$ cat src/rtl/mctb_pkg.sv
// Shared types, codes and helpers of the countdown timer bank.
// No dependencies; every other file of the block uses this package.
`timescale 1ns / 1ps
package mctb_pkg;

	localparam int VAL_W   = 24;
	localparam int EXT_W   = 26;
	localparam int START_W = 23;
	localparam int TICK_W  = 8;
	localparam int CMD_W   = 3;
	localparam int IDX_W   = 2;
	localparam int SUB_W   = 7;
	localparam int SECS_W  = 2;
	localparam int MASK_W  = 3;
	localparam int NUM_START = 3;
	localparam int ADDR_W  = 5;
	localparam int DATA_W  = 32;

	localparam logic signed [VAL_W-1:0] VAL_MAX = 24'sh7FFFFF;
	localparam logic signed [VAL_W-1:0] VAL_MIN = 24'sh800000;

	typedef enum logic [CMD_W-1:0] {
		CMD_TICK  = 3'd0,
		CMD_START = 3'd1,
		CMD_STOP  = 3'd2,
		CMD_RESET = 3'd3,
		CMD_SET   = 3'd4,
		CMD_READ  = 3'd5
	} cmd_t;

	typedef enum logic [2:0] {
		OP_TICK,
		OP_START,
		OP_STOP,
		OP_LOAD_START,
		OP_LOAD_SET,
		OP_NONE
	} op_t;

	typedef enum logic [1:0] {
		PH_OFF,
		PH_RUNNING,
		PH_NEGATIVE,
		PH_STOPPED
	} phase_t;

	typedef enum logic [1:0] {
		EV_STATUS,
		EV_ELAPSED,
		EV_COUNTDOWN,
		EV_MINUTE
	} kind_t;

	typedef enum logic [2:0] {
		B_IDLE,
		B_TLOAD,
		B_SEC,
		B_MIN,
		B_STAT
	} bstate_t;

	typedef enum logic [2:0] {
		REG_START_0 = 3'd0,
		REG_START_1 = 3'd1,
		REG_START_2 = 3'd2,
		REG_SHOW_EL = 3'd3,
		REG_CD_BEEP = 3'd4,
		REG_MIN_BEEP = 3'd5
	} reg_t;

	typedef struct packed {
		op_t                     op;
		logic [IDX_W-1:0]        idx;
		logic                    idx_ok;
		logic signed [VAL_W-1:0] setv;
		logic [TICK_W-1:0]       tick;
	} qent_t;

	typedef struct packed {
		logic [NUM_START-1:0][START_W-1:0] start;
		logic [MASK_W-1:0]                 show_el;
		logic [MASK_W-1:0]                 cd_beep;
		logic [MASK_W-1:0]                 min_beep;
	} cfg_t;

	typedef struct packed {
		kind_t                   kind;
		logic [IDX_W-1:0]        timer;
		logic signed [VAL_W-1:0] value;
		phase_t                  ph;
		logic                    running;
		logic                    last;
	} evt_t;

	function automatic logic signed [VAL_W-1:0] sat_val(input logic signed [EXT_W-1:0] a);
		logic signed [VAL_W-1:0] r;
		if (a > EXT_W'(VAL_MAX))
			r = VAL_MAX;
		else if (a < EXT_W'(VAL_MIN))
			r = VAL_MIN;
		else
			r = a[VAL_W-1:0];
		return r;
	endfunction

	// divisible by 60 = divisible by 4 and by 15; 16 = 1 mod 15, so sum the nibbles
	function automatic logic is_minute(input logic signed [EXT_W-1:0] a);
		logic [EXT_W-1:0] mag;
		logic [27:0]      mag_p;
		logic [6:0]       s;
		logic             hit;
		mag   = a[EXT_W-1] ? EXT_W'(-a) : EXT_W'(a);
		mag_p = {2'b00, mag};
		s     = '0;
		hit   = 1'b0;
		for (int k = 0; k < 7; k++)
			s = s + 7'(mag_p[4*k +: 4]);
		for (int k = 0; k < 8; k++)
			if (s == 7'(15 * k))
				hit = 1'b1;
		return hit && (mag[1:0] == 2'b00);
	endfunction

endpackage

$ cat src/rtl/mctb_ifs.sv
// Channel interfaces of the timer bank: command beats in, event beats out.
// Depends on mctb_pkg for field widths.
`timescale 1ns / 1ps
interface mctb_cmd_if;
	logic                                     valid;
	logic                                     ready;
	logic [mctb_pkg::CMD_W-1:0]               cmd;
	logic [mctb_pkg::IDX_W-1:0]               timer_index;
	logic signed [mctb_pkg::VAL_W-1:0]        set_value;
	logic [mctb_pkg::TICK_W-1:0]              tick_10ms;
	modport source(output valid, cmd, timer_index, set_value, tick_10ms, input ready);
	modport sink(input valid, cmd, timer_index, set_value, tick_10ms, output ready);
endinterface

interface mctb_evt_if;
	logic                                     valid;
	logic                                     ready;
	logic [1:0]                               event_kind;
	logic [mctb_pkg::IDX_W-1:0]               event_timer;
	logic signed [mctb_pkg::VAL_W-1:0]        event_value;
	logic [1:0]                               timer_phase;
	logic                                     timer_running;
	logic                                     last;
	modport source(output valid, event_kind, event_timer, event_value, timer_phase,
		timer_running, last, input ready);
	modport sink(input valid, event_kind, event_timer, event_value, timer_phase,
		timer_running, last, output ready);
endinterface

$ cat src/rtl/multi_countdown_timer_bank_unit.sv
// A non-tick command goes from idle to the status state, which loads its status beat
// into the event register once that register is free. A tick walks each timer in turn
// and steps a running one by at most three whole seconds; the executor runs one
// item at a time, a two-entry queue lets the front accept while it works.
// Reset (arst_n low) clears all timers, registers and queue, and the event valid flag.
`timescale 1ns / 1ps
module multi_countdown_timer_bank_unit #(
	parameter int TIMER_COUNT   = 3,
	parameter int ALERT_SECONDS = 60
) (
	input  logic                          clk,
	input  logic                          arst_n,
	mctb_cmd_if.sink                      cmds,
	mctb_evt_if.source                    events,
	input  logic                          psel,
	input  logic                          penable,
	input  logic                          pwrite,
	input  logic [mctb_pkg::ADDR_W-1:0]   paddr,
	input  logic [mctb_pkg::DATA_W-1:0]   pwdata,
	output logic [mctb_pkg::DATA_W-1:0]   prdata,
	output logic                          pready
);

	mctb_pkg::cfg_t  cfg_q;
	mctb_pkg::qent_t f_data, q_rdata;
	logic            q_push, q_full, q_pop, q_valid;
	mctb_pkg::reg_t  ridx;
	logic            wr;

	assign pready = 1'b1;
	assign wr     = psel && penable && pwrite;
	assign ridx   = mctb_pkg::reg_t'(paddr[4:2]);

	always_ff @(posedge clk or negedge arst_n) begin
		if (!arst_n) begin
			cfg_q <= '0;
		end else if (wr) begin
			case (ridx)
				mctb_pkg::REG_START_0:  cfg_q.start[0] <= pwdata[mctb_pkg::START_W-1:0];
				mctb_pkg::REG_START_1:  cfg_q.start[1] <= pwdata[mctb_pkg::START_W-1:0];
				mctb_pkg::REG_START_2:  cfg_q.start[2] <= pwdata[mctb_pkg::START_W-1:0];
				mctb_pkg::REG_SHOW_EL:  cfg_q.show_el  <= pwdata[mctb_pkg::MASK_W-1:0];
				mctb_pkg::REG_CD_BEEP:  cfg_q.cd_beep  <= pwdata[mctb_pkg::MASK_W-1:0];
				mctb_pkg::REG_MIN_BEEP: cfg_q.min_beep <= pwdata[mctb_pkg::MASK_W-1:0];
				default: ;
			endcase
		end
	end

	always_comb begin
		case (ridx)
			mctb_pkg::REG_START_0:  prdata = 32'(cfg_q.start[0]);
			mctb_pkg::REG_START_1:  prdata = 32'(cfg_q.start[1]);
			mctb_pkg::REG_START_2:  prdata = 32'(cfg_q.start[2]);
			mctb_pkg::REG_SHOW_EL:  prdata = 32'(cfg_q.show_el);
			mctb_pkg::REG_CD_BEEP:  prdata = 32'(cfg_q.cd_beep);
			mctb_pkg::REG_MIN_BEEP: prdata = 32'(cfg_q.min_beep);
			default:                prdata = '0;
		endcase
	end

	mctb_front #(.TIMER_COUNT(TIMER_COUNT)) u_front (
		.cmds   (cmds),
		.q_full (q_full),
		.q_push (q_push),
		.q_data (f_data)
	);

	mctb_queue u_queue (
		.clk    (clk),
		.arst_n (arst_n),
		.push   (q_push),
		.wdata  (f_data),
		.full   (q_full),
		.pop    (q_pop),
		.valid  (q_valid),
		.rdata  (q_rdata)
	);

	mctb_back #(
		.TIMER_COUNT   (TIMER_COUNT),
		.ALERT_SECONDS (ALERT_SECONDS)
	) u_back (
		.clk     (clk),
		.arst_n  (arst_n),
		.cfg     (cfg_q),
		.q_valid (q_valid),
		.q_data  (q_rdata),
		.q_pop   (q_pop),
		.events  (events)
	);

endmodule

$ cat src/rtl/mctb_front.sv
// Front end: takes command beats and classifies them into queue entries.
// Depends on mctb_pkg and mctb_cmd_if.
`timescale 1ns / 1ps
module mctb_front #(
	parameter int TIMER_COUNT = 3
) (
	mctb_cmd_if.sink          cmds,
	input  logic              q_full,
	output logic              q_push,
	output mctb_pkg::qent_t   q_data
);

	assign cmds.ready = !q_full;
	assign q_push     = cmds.valid && !q_full;

	always_comb begin
		q_data.idx    = cmds.timer_index;
		q_data.idx_ok = 32'(cmds.timer_index) < TIMER_COUNT;
		q_data.setv   = cmds.set_value;
		q_data.tick   = cmds.tick_10ms;
		case (cmds.cmd)
			mctb_pkg::CMD_TICK:  q_data.op = mctb_pkg::OP_TICK;
			mctb_pkg::CMD_START: q_data.op = mctb_pkg::OP_START;
			mctb_pkg::CMD_STOP:  q_data.op = mctb_pkg::OP_STOP;
			mctb_pkg::CMD_RESET: q_data.op = mctb_pkg::OP_LOAD_START;
			mctb_pkg::CMD_SET:   q_data.op = mctb_pkg::OP_LOAD_SET;
			default:             q_data.op = mctb_pkg::OP_NONE;
		endcase
	end

endmodule

$ cat src/rtl/mctb_queue.sv
// Two-entry queue between front end and executor.
// Depends on mctb_pkg for the entry type.
`timescale 1ns / 1ps
module mctb_queue (
	input  logic            clk,
	input  logic            arst_n,
	input  logic            push,
	input  mctb_pkg::qent_t wdata,
	output logic            full,
	input  logic            pop,
	output logic            valid,
	output mctb_pkg::qent_t rdata
);

	localparam int DEPTH = 2;

	mctb_pkg::qent_t mem_q [DEPTH];
	logic            wr_q;
	logic            rd_q;
	logic [1:0]      cnt_q;

	assign full  = cnt_q == 2'(DEPTH);
	assign valid = cnt_q != 2'd0;
	assign rdata = mem_q[rd_q];

	always_ff @(posedge clk) begin
		if (push)
			mem_q[wr_q] <= wdata;
	end

	always_ff @(posedge clk or negedge arst_n) begin
		if (!arst_n) begin
			wr_q  <= 1'b0;
			rd_q  <= 1'b0;
			cnt_q <= 2'd0;
		end else begin
			if (push)
				wr_q <= !wr_q;
			if (pop)
				rd_q <= !rd_q;
			cnt_q <= cnt_q + 2'(push) - 2'(pop);
		end
	end

endmodule

$ cat src/rtl/mctb_back.sv
// Executor: holds the timer state, applies commands, walks ticks second by
// second and drives the event register. Depends on mctb_pkg and mctb_evt_if.
`timescale 1ns / 1ps
module mctb_back #(
	parameter int TIMER_COUNT   = 3,
	parameter int ALERT_SECONDS = 60
) (
	input  logic            clk,
	input  logic            arst_n,
	input  mctb_pkg::cfg_t  cfg,
	input  logic            q_valid,
	input  mctb_pkg::qent_t q_data,
	output logic            q_pop,
	mctb_evt_if.source      events
);

	localparam int TIDX_W = (TIMER_COUNT > 1) ? $clog2(TIMER_COUNT) : 1;
	localparam logic [TIDX_W-1:0] LAST_T = TIDX_W'(TIMER_COUNT - 1);
	localparam logic signed [mctb_pkg::EXT_W-1:0] ALERT_X = mctb_pkg::EXT_W'(ALERT_SECONDS);
	localparam int VW = mctb_pkg::VAL_W;
	localparam int XW = mctb_pkg::EXT_W;

	logic signed [VW-1:0]          val_q [TIMER_COUNT];
	logic signed [VW-1:0]          val_d [TIMER_COUNT];
	logic [mctb_pkg::SUB_W-1:0]    sub_q [TIMER_COUNT];
	logic [mctb_pkg::SUB_W-1:0]    sub_d [TIMER_COUNT];
	mctb_pkg::phase_t              ph_q  [TIMER_COUNT];
	mctb_pkg::phase_t              ph_d  [TIMER_COUNT];
	logic [TIMER_COUNT-1:0]        run_q, run_d;

	mctb_pkg::bstate_t             state_q, state_d;
	logic [TIDX_W-1:0]             t_q, t_d;
	logic [mctb_pkg::SECS_W-1:0]   secs_q, secs_d;
	logic signed [XW-1:0]          ann_q, ann_d;
	logic                          min_q, min_d;
	mctb_pkg::evt_t                evt_q, evt_d;
	logic                          ov_q;
	logic                          ld;
	logic                          out_free;

	// per-second datapath for timer t_q
	logic [mctb_pkg::IDX_W-1:0]    tsel;
	logic signed [XW-1:0]          cst, cv, nv, nval, ann_c;
	logic                          up, brk, el_ev;
	mctb_pkg::phase_t              ph_n;
	logic [8:0]                    total;
	logic [mctb_pkg::SECS_W-1:0]   secs_c;
	logic [8:0]                    rem;
	logic [TIDX_W-1:0]             t_next;
	mctb_pkg::bstate_t             s_next;

	// command datapath
	logic [TIDX_W-1:0]             ci;
	logic signed [XW-1:0]          cval;
	logic                          cst_nz;

	assign out_free = !ov_q || events.ready;

	always_comb begin
		tsel  = mctb_pkg::IDX_W'(t_q);
		cst   = $signed({3'b000, cfg.start[tsel]});
		up    = cfg.start[tsel] == '0;
		cv    = $signed({{2{val_q[t_q][VW-1]}}, val_q[t_q]});
		brk   = up ? (val_q[t_q] == mctb_pkg::VAL_MAX) : (val_q[t_q] == mctb_pkg::VAL_MIN);
		nv    = (up ? cv : cst - cv) + XW'(1);
		ph_n  = ph_q[t_q];
		el_ev = 1'b0;
		if (ph_q[t_q] == mctb_pkg::PH_RUNNING) begin
			if (!up && nv >= cst) begin
				ph_n  = mctb_pkg::PH_NEGATIVE;
				el_ev = 1'b1;
			end
		end else if (ph_q[t_q] == mctb_pkg::PH_NEGATIVE) begin
			if (nv >= cst + ALERT_X)
				ph_n = mctb_pkg::PH_STOPPED;
		end
		nval  = up ? nv : cst - nv;
		ann_c = cfg.show_el[tsel] ? cst - nval : nval;

		total = 9'(sub_q[t_q]) + 9'(q_data.tick);
		if (total >= 9'd300)
			secs_c = 2'd3;
		else if (total >= 9'd200)
			secs_c = 2'd2;
		else if (total >= 9'd100)
			secs_c = 2'd1;
		else
			secs_c = 2'd0;
		rem = total - 9'(secs_c) * 9'd100;

		t_next = (t_q == LAST_T) ? t_q : t_q + TIDX_W'(1);
		s_next = (t_q == LAST_T) ? mctb_pkg::B_STAT : mctb_pkg::B_TLOAD;

		ci     = TIDX_W'(q_data.idx);
		cval   = $signed({{2{val_q[ci][VW-1]}}, val_q[ci]});
		cst_nz = cfg.start[q_data.idx] != '0;
	end

	always_comb begin
		state_d = state_q;
		val_d   = val_q;
		sub_d   = sub_q;
		ph_d    = ph_q;
		run_d   = run_q;
		t_d     = t_q;
		secs_d  = secs_q;
		ann_d   = ann_q;
		min_d   = min_q;
		q_pop   = 1'b0;
		ld      = 1'b0;
		evt_d   = '0;
		evt_d.timer = tsel;

		case (state_q)
			mctb_pkg::B_IDLE: begin
				if (q_valid) begin
					if (q_data.op == mctb_pkg::OP_TICK) begin
						t_d     = '0;
						state_d = mctb_pkg::B_TLOAD;
					end else begin
						state_d = mctb_pkg::B_STAT;
						if (q_data.idx_ok) begin
							case (q_data.op)
								mctb_pkg::OP_START: begin
									run_d[ci] = 1'b1;
									if (ph_q[ci] == mctb_pkg::PH_OFF) begin
										if (cst_nz && cval <= XW'(0))
											ph_d[ci] = (cval <= -ALERT_X) ?
												mctb_pkg::PH_STOPPED : mctb_pkg::PH_NEGATIVE;
										else
											ph_d[ci] = mctb_pkg::PH_RUNNING;
									end
								end
								mctb_pkg::OP_STOP: run_d[ci] = 1'b0;
								mctb_pkg::OP_LOAD_START, mctb_pkg::OP_LOAD_SET: begin
									run_d[ci] = 1'b0;
									ph_d[ci]  = mctb_pkg::PH_OFF;
									sub_d[ci] = '0;
									val_d[ci] = (q_data.op == mctb_pkg::OP_LOAD_SET) ?
										q_data.setv : $signed({1'b0, cfg.start[q_data.idx]});
								end
								default: ;
							endcase
						end
					end
				end
			end
			mctb_pkg::B_TLOAD: begin
				if (run_q[t_q]) begin
					sub_d[t_q] = mctb_pkg::SUB_W'(rem);
					secs_d     = secs_c;
				end
				if (run_q[t_q] && secs_c != '0) begin
					state_d = mctb_pkg::B_SEC;
				end else begin
					t_d     = t_next;
					state_d = s_next;
				end
			end
			mctb_pkg::B_SEC: begin
				if (out_free) begin
					if (brk) begin
						// saturated: drop the rest of this tick for the timer
						secs_d  = '0;
						t_d     = t_next;
						state_d = s_next;
					end else begin
						secs_d     = secs_q - 2'd1;
						ph_d[t_q]  = ph_n;
						val_d[t_q] = nval[VW-1:0];
						if (el_ev) begin
							ld          = 1'b1;
							evt_d.kind  = mctb_pkg::EV_ELAPSED;
							evt_d.value = mctb_pkg::sat_val(cst - nv);
						end else if (ph_n == mctb_pkg::PH_RUNNING && cfg.cd_beep[tsel] && !up) begin
							ld          = 1'b1;
							evt_d.kind  = mctb_pkg::EV_COUNTDOWN;
							evt_d.value = nval[VW-1:0];
						end
						ann_d   = ann_c;
						min_d   = (ph_n == mctb_pkg::PH_RUNNING) && cfg.min_beep[tsel];
						state_d = mctb_pkg::B_MIN;
					end
				end
			end
			mctb_pkg::B_MIN: begin
				if (out_free) begin
					if (min_q && mctb_pkg::is_minute(ann_q)) begin
						ld          = 1'b1;
						evt_d.kind  = mctb_pkg::EV_MINUTE;
						evt_d.value = mctb_pkg::sat_val(ann_q);
					end
					if (secs_q != '0) begin
						state_d = mctb_pkg::B_SEC;
					end else begin
						t_d     = t_next;
						state_d = s_next;
					end
				end
			end
			mctb_pkg::B_STAT: begin
				if (out_free) begin
					ld          = 1'b1;
					q_pop       = 1'b1;
					evt_d.kind  = mctb_pkg::EV_STATUS;
					evt_d.timer = q_data.idx;
					evt_d.last  = 1'b1;
					if (q_data.idx_ok) begin
						evt_d.value   = val_q[ci];
						evt_d.ph      = ph_q[ci];
						evt_d.running = run_q[ci];
					end
					state_d = mctb_pkg::B_IDLE;
				end
			end
			default: state_d = mctb_pkg::B_IDLE;
		endcase
	end

	always_ff @(posedge clk or negedge arst_n) begin
		if (!arst_n) begin
			state_q <= mctb_pkg::B_IDLE;
			t_q     <= '0;
			secs_q  <= '0;
			min_q   <= 1'b0;
			ov_q    <= 1'b0;
			run_q   <= '0;
			for (int i = 0; i < TIMER_COUNT; i++) begin
				val_q[i] <= '0;
				sub_q[i] <= '0;
				ph_q[i]  <= mctb_pkg::PH_OFF;
			end
		end else begin
			state_q <= state_d;
			t_q     <= t_d;
			secs_q  <= secs_d;
			min_q   <= min_d;
			run_q   <= run_d;
			val_q   <= val_d;
			sub_q   <= sub_d;
			ph_q    <= ph_d;
			if (ld)
				ov_q <= 1'b1;
			else if (events.ready)
				ov_q <= 1'b0;
		end
	end

	always_ff @(posedge clk) begin
		ann_q <= ann_d;
		if (ld)
			evt_q <= evt_d;
	end

	assign events.valid         = ov_q;
	assign events.event_kind    = evt_q.kind;
	assign events.event_timer   = evt_q.timer;
	assign events.event_value   = evt_q.value;
	assign events.timer_phase   = evt_q.ph;
	assign events.timer_running = evt_q.running;
	assign events.last          = evt_q.last;

	a_pop_in_stat: assert property (@(posedge clk) disable iff (!arst_n)
		q_pop |-> state_q == mctb_pkg::B_STAT)
		else $error("queue popped outside status state");

	a_sec_nonzero: assert property (@(posedge clk) disable iff (!arst_n)
		state_q == mctb_pkg::B_SEC |-> secs_q != '0)
		else $error("second step entered with no seconds left");

	a_load_free: assert property (@(posedge clk) disable iff (!arst_n)
		ld |-> out_free)
		else $error("event register overwritten while full");

endmodule

$ cat src/flat_wrapper.sv
// flat-port wrapper written by rule: the top's interface ports become plain ports
module multi_countdown_timer_bank_unit_flat 
#(
	parameter int TIMER_COUNT   = 3,
	parameter int ALERT_SECONDS = 60
)
  (clk, arst_n, psel, penable, pwrite, paddr, pwdata, prdata, pready, cmds_valid, cmds_cmd, cmds_timer_index, cmds_set_value, cmds_tick_10ms, cmds_ready, events_valid, events_event_kind, events_event_timer, events_event_value, events_timer_phase, events_timer_running, events_last, events_ready);
  mctb_cmd_if cmds_i ();
  mctb_evt_if events_i ();
  input  logic clk;
  input  logic arst_n;
  input  logic psel;
  input  logic penable;
  input  logic pwrite;
  input  logic [mctb_pkg::ADDR_W-1:0] paddr;
  input  logic [mctb_pkg::DATA_W-1:0] pwdata;
  output logic [mctb_pkg::DATA_W-1:0] prdata;
  output logic pready;
  input wire logic [$bits(cmds_i.valid)-1:0] cmds_valid;
  input wire logic [$bits(cmds_i.cmd)-1:0] cmds_cmd;
  input wire logic [$bits(cmds_i.timer_index)-1:0] cmds_timer_index;
  input wire logic [$bits(cmds_i.set_value)-1:0] cmds_set_value;
  input wire logic [$bits(cmds_i.tick_10ms)-1:0] cmds_tick_10ms;
  output wire logic [$bits(cmds_i.ready)-1:0] cmds_ready;
  output wire logic [$bits(events_i.valid)-1:0] events_valid;
  output wire logic [$bits(events_i.event_kind)-1:0] events_event_kind;
  output wire logic [$bits(events_i.event_timer)-1:0] events_event_timer;
  output wire logic [$bits(events_i.event_value)-1:0] events_event_value;
  output wire logic [$bits(events_i.timer_phase)-1:0] events_timer_phase;
  output wire logic [$bits(events_i.timer_running)-1:0] events_timer_running;
  output wire logic [$bits(events_i.last)-1:0] events_last;
  input wire logic [$bits(events_i.ready)-1:0] events_ready;
  assign cmds_i.valid = cmds_valid;
  assign cmds_i.cmd = cmds_cmd;
  assign cmds_i.timer_index = cmds_timer_index;
  assign cmds_i.set_value = cmds_set_value;
  assign cmds_i.tick_10ms = cmds_tick_10ms;
  assign cmds_ready = cmds_i.ready;
  assign events_valid = events_i.valid;
  assign events_event_kind = events_i.event_kind;
  assign events_event_timer = events_i.event_timer;
  assign events_event_value = events_i.event_value;
  assign events_timer_phase = events_i.timer_phase;
  assign events_timer_running = events_i.timer_running;
  assign events_last = events_i.last;
  assign events_i.ready = events_ready;
  multi_countdown_timer_bank_unit #(.TIMER_COUNT(TIMER_COUNT), .ALERT_SECONDS(ALERT_SECONDS)) u_core (.clk(clk), .arst_n(arst_n), .cmds(cmds_i), .events(events_i), .psel(psel), .penable(penable), .pwrite(pwrite), .paddr(paddr), .pwdata(pwdata), .prdata(prdata), .pready(pready));
endmodule
$ cat config.mk
export PLATFORM = sky130hd
export DESIGN_NAME = multi_countdown_timer_bank_unit_flat
export DESIGN_NICKNAME = d
export VERILOG_FILES = /design/src/rtl/mctb_pkg.sv /design/src/rtl/mctb_ifs.sv /design/src/rtl/multi_countdown_timer_bank_unit.sv /design/src/rtl/mctb_front.sv /design/src/rtl/mctb_queue.sv /design/src/rtl/mctb_back.sv /design/src/flat_wrapper.sv
export SDC_FILE = /design/constraint.sdc
export NUM_CORES = 1
export LEC_CHECK = 0
export BUFFER_PORTS_ARGS = -buffer_cell sky130_fd_sc_hd__clkbuf_2
export CAP_MARGIN = 20
export CORE_AREA = 4 4 312 284
export CTS_CLUSTER_DIAMETER = 200
export DETAILED_ROUTE_END_ITERATION = 7
export DIE_AREA = 0 0 316 288
export GPL_TIMING_DRIVEN = 0
export PLACE_DENSITY = 0.57
export SYNTH_ARGS = -nofsm -noshare
export SYNTH_HDL_FRONTEND = slang
export SYNTH_HIERARCHICAL = 1
export SYNTH_SLANG_ARGS = --single-unit
$ cat constraint.sdc
create_clock -name clk -period 25 [get_ports clk]
set_input_delay 5 -clock clk [delete_from_list [all_inputs] [get_ports clk]]
set_output_delay 5 -clock clk [all_outputs]
set_load 0.05 [all_outputs]
==> results.txt <==
Outcome: finished, final reports clean
Top Ports: 148
Largest net degree at the start of global routing: 106
Post-route cell area: 0.0289 sq mm
R2r endpoint: u_core/u_back/events.event_value[1]
Main synth FF type: dfrtp_1
Slowest cell on crit path: buf_1
YS warnings: 6
GR Util All Layers: 19.8%
Root Buffer: clkbuf_16
First-pass GRT wire length: 137000 um
Hold_buf cts: 0
WP buf/inv: 16
1st-pass router iterations: 7
Max incr delay on CP: 0.83 ns
WP data arrival: 13.89 ns
Area of the core: 0.0854 sq mm
Die Width: 316 um
Reg2reg start: u_core/u_back/t_q[0]
Dpl hpwl: 73300 um
Largest area contributor in the netlist: dfrtp_1
Post-Syn Area per Cell: 9.48 sq um
Buffer depth of the longest clock path: 3
WL met1: 42600 um
Rel. slew slack: 11.2%
RSZ-0062 raised after global routing: no
Post-synthesis sequential area ratio: 34.9%
Post-Place Setup Slack: 11.62 ns
Synth top area share: 19.0%
Synth unique cells: 99
Clk_skew: 0.0299 ns
IO Port Bufs: 93
GPL Wtd Cong: 0.969
Final setup viols: 0
Die height: 288 um
Final worst path period share: 54.3%
Drt first-iter violations: 2508
Residual DRC: 0
Clock Latency Late Sink: 0.59 ns
H-Tree Depth: 2
Post-synth EDFFs: 134
Syn Std Cell Area: 0.0254 sq mm
Final Core Density: 33.8%
Max FO, Critical Path: 10
Final net count: 3056
Worst hold endpoint: u_core/u_back/sub_q[11]
Count of state elements after synthesis: 327
Setup bufs post-CTS: 0
Min-delay src: u_core/u_back/sub_q[11]
Met2 routed WL: 39700 um
Share of layout cells above drive strength 1: 16.0%
Cell count after synthesis: 2679
CTS buffer count: 39
Fillcell total: 8833
DR top layer: met4
Number of global-route vias before repair: 20.9k
WL/cell: 23.2 um
CTS sink count: 327
Synth cell count leaders: 238 x nand2_1, 193 x dfrtp_1, 170 x mux2i_1
Least-Margin Pin Slew: 1.33 ns
Initial antenna violation count: 2
DRT antenna net count: 0
Endpoint class of the critical path: flop
Met3 WL post-DR: 8450 um
Initial Utilization: 29.7%
Peak Freq: 73.7 MHz
Hold path cells: 2
DP Area: 0.0275 sq mm
Wirelength, routed: 93300 um
Inserted Diodes: 0
Most frequent cell after synthesis: nand2_1
Row cnt: 102
Vias per cell: 5.53
CTS tree: built
Worst-path clk slew: 0.06 ns
Max cap viols: 0
Worst setup margin: 11.43 ns
Startpoint Class: flop
Slew Limit Fails: 0
Final min period: 13.57 ns
Vias post-DR: 22.2k
Kind of critical path: reg2reg
Post-CTS Resized: 0
WP data required: 25.32 ns
Area grow syn2layout: 13.7%
CP top delay family: buffers and inverters
Die area: 0.0910 sq mm
Gr ovfl total: 0
Hold Vio Cnt, Final: 0
R2R Setup Slk: 11.43 ns
Largest cells by area after synthesis: dfrtp_1 19%, edfxtp_1 16%, mux2i_1 6.7%, ha_1 5.5%, mux2_2 4.3%
Async SR Flop Fraction: 59.0%
Hold/Removal Path Class: reg2reg
Setup_tns: 0 ns
R2R depth: 41
## registers in the layout, summed over array words and instances, names as in the netlist, 3 cells and up, named ones only
register	count
u_core/u_back/ph_q	6
u_core/u_back/state_q	3
u_core/u_back/events.event_value	24
u_core/u_back/ann_q	26
u_core/u_back/val_q	72
u_core/cfg_q	78
u_core/u_queue/mem_q	76
u_core/u_back/sub_q	21
## cells in the final DEF, fill, tap and decap left out, types with 33 or more instances in the layout
cell type	netlist	routed
nor3_1	41	41
inv_1	91	91
buf_4	50	65
clkbuf_1	95	102
nor2b_1	37	36
nand2_1	238	238
nor2_1	167	167
mux2i_1	170	170
mux2_2	97	97
nand3_1	38	38
a21oi_1	168	168
clkbuf_16	0	39
xor2_1	54	54
xnor2_1	92	92
o22ai_1	76	76
edfxtp_1	134	134
o21ai_0	168	168
a22o_1	87	87
ha_1	111	111
dfrtp_1	193	193
clkbuf_2	0	92
or2_2	33	33
## cell families (layout without fill, tap and decap cells)
kind of cell    count (synthesis)  after routing  share of synthesized area (%)
fa+ha+maj                     137            137                           7.40
buf+inv                       275            460                           5.23
flops                         327            327                           34.9
simple gates                  731            731                           14.2
other cells                     2             10                         0.0296
compound gates                758            758                           20.0
xor+xnor                      148            148                           5.19
mux                           301            301                           13.0
## area by class of cell
class	count	area (sq um)	area share, %
buffer	182	978	3.39
clock buffer	54	1110	3.85
clock inverter	18	213	0.737
inverter	93	349	1.21
multi-input combinational	2085	15300	52.8
sequential	327	8850	30.7
tap	1144	1430	4.96
timing repair buffer	113	673	2.33
## worst max-delay path by stage
| stage | start | endpoint | cells past startpoint |
|---|---|---|---|
| finish | u_core/u_back/t_q[0] | u_core/u_back/events.event_value[1] | 41 |
| CTS | u_core/u_back/t_q[0] | u_core/u_back/events.event_value[1] | 41 |
| floorplan | paddr[3] | prdata[10] | 5 |
| global route | u_core/u_back/t_q[0] | u_core/u_back/events.event_value[5] | 41 |
| detailed placement | u_core/u_back/t_q[0] | u_core/u_back/events.event_value[18] | 41 |
| global placement | u_core/u_back/t_q[0] | u_core/u_back/events.event_value[1] | 39 |
## metal layers
metal	global-route usage, %	vias to the layer above
met3	4.01	123
met4	5.72	0
li1	-	10200
met2	29.6	1059
met5	0	-
met1	28.9	10800
## through the flow
stage          instances  hold WS [ns]
2_1_floorplan       2687         0.449
3_3_place_gp        3924         0.461
3_5_place_dp        3939         0.471
4_1_cts             4011         0.484
5_1_grt             4016         0.514
6_report            4016         0.487
## worst min-delay path, cell delays in order, from the launching register on
cell and delay (ns):
dfrtp_1 0.34, nand2_1 0.05, o21ai_0 0.06
Power is left out: the tool's default activity adds up to more than one toggle a clock period on the data nets, which glitch-free logic cannot reach.
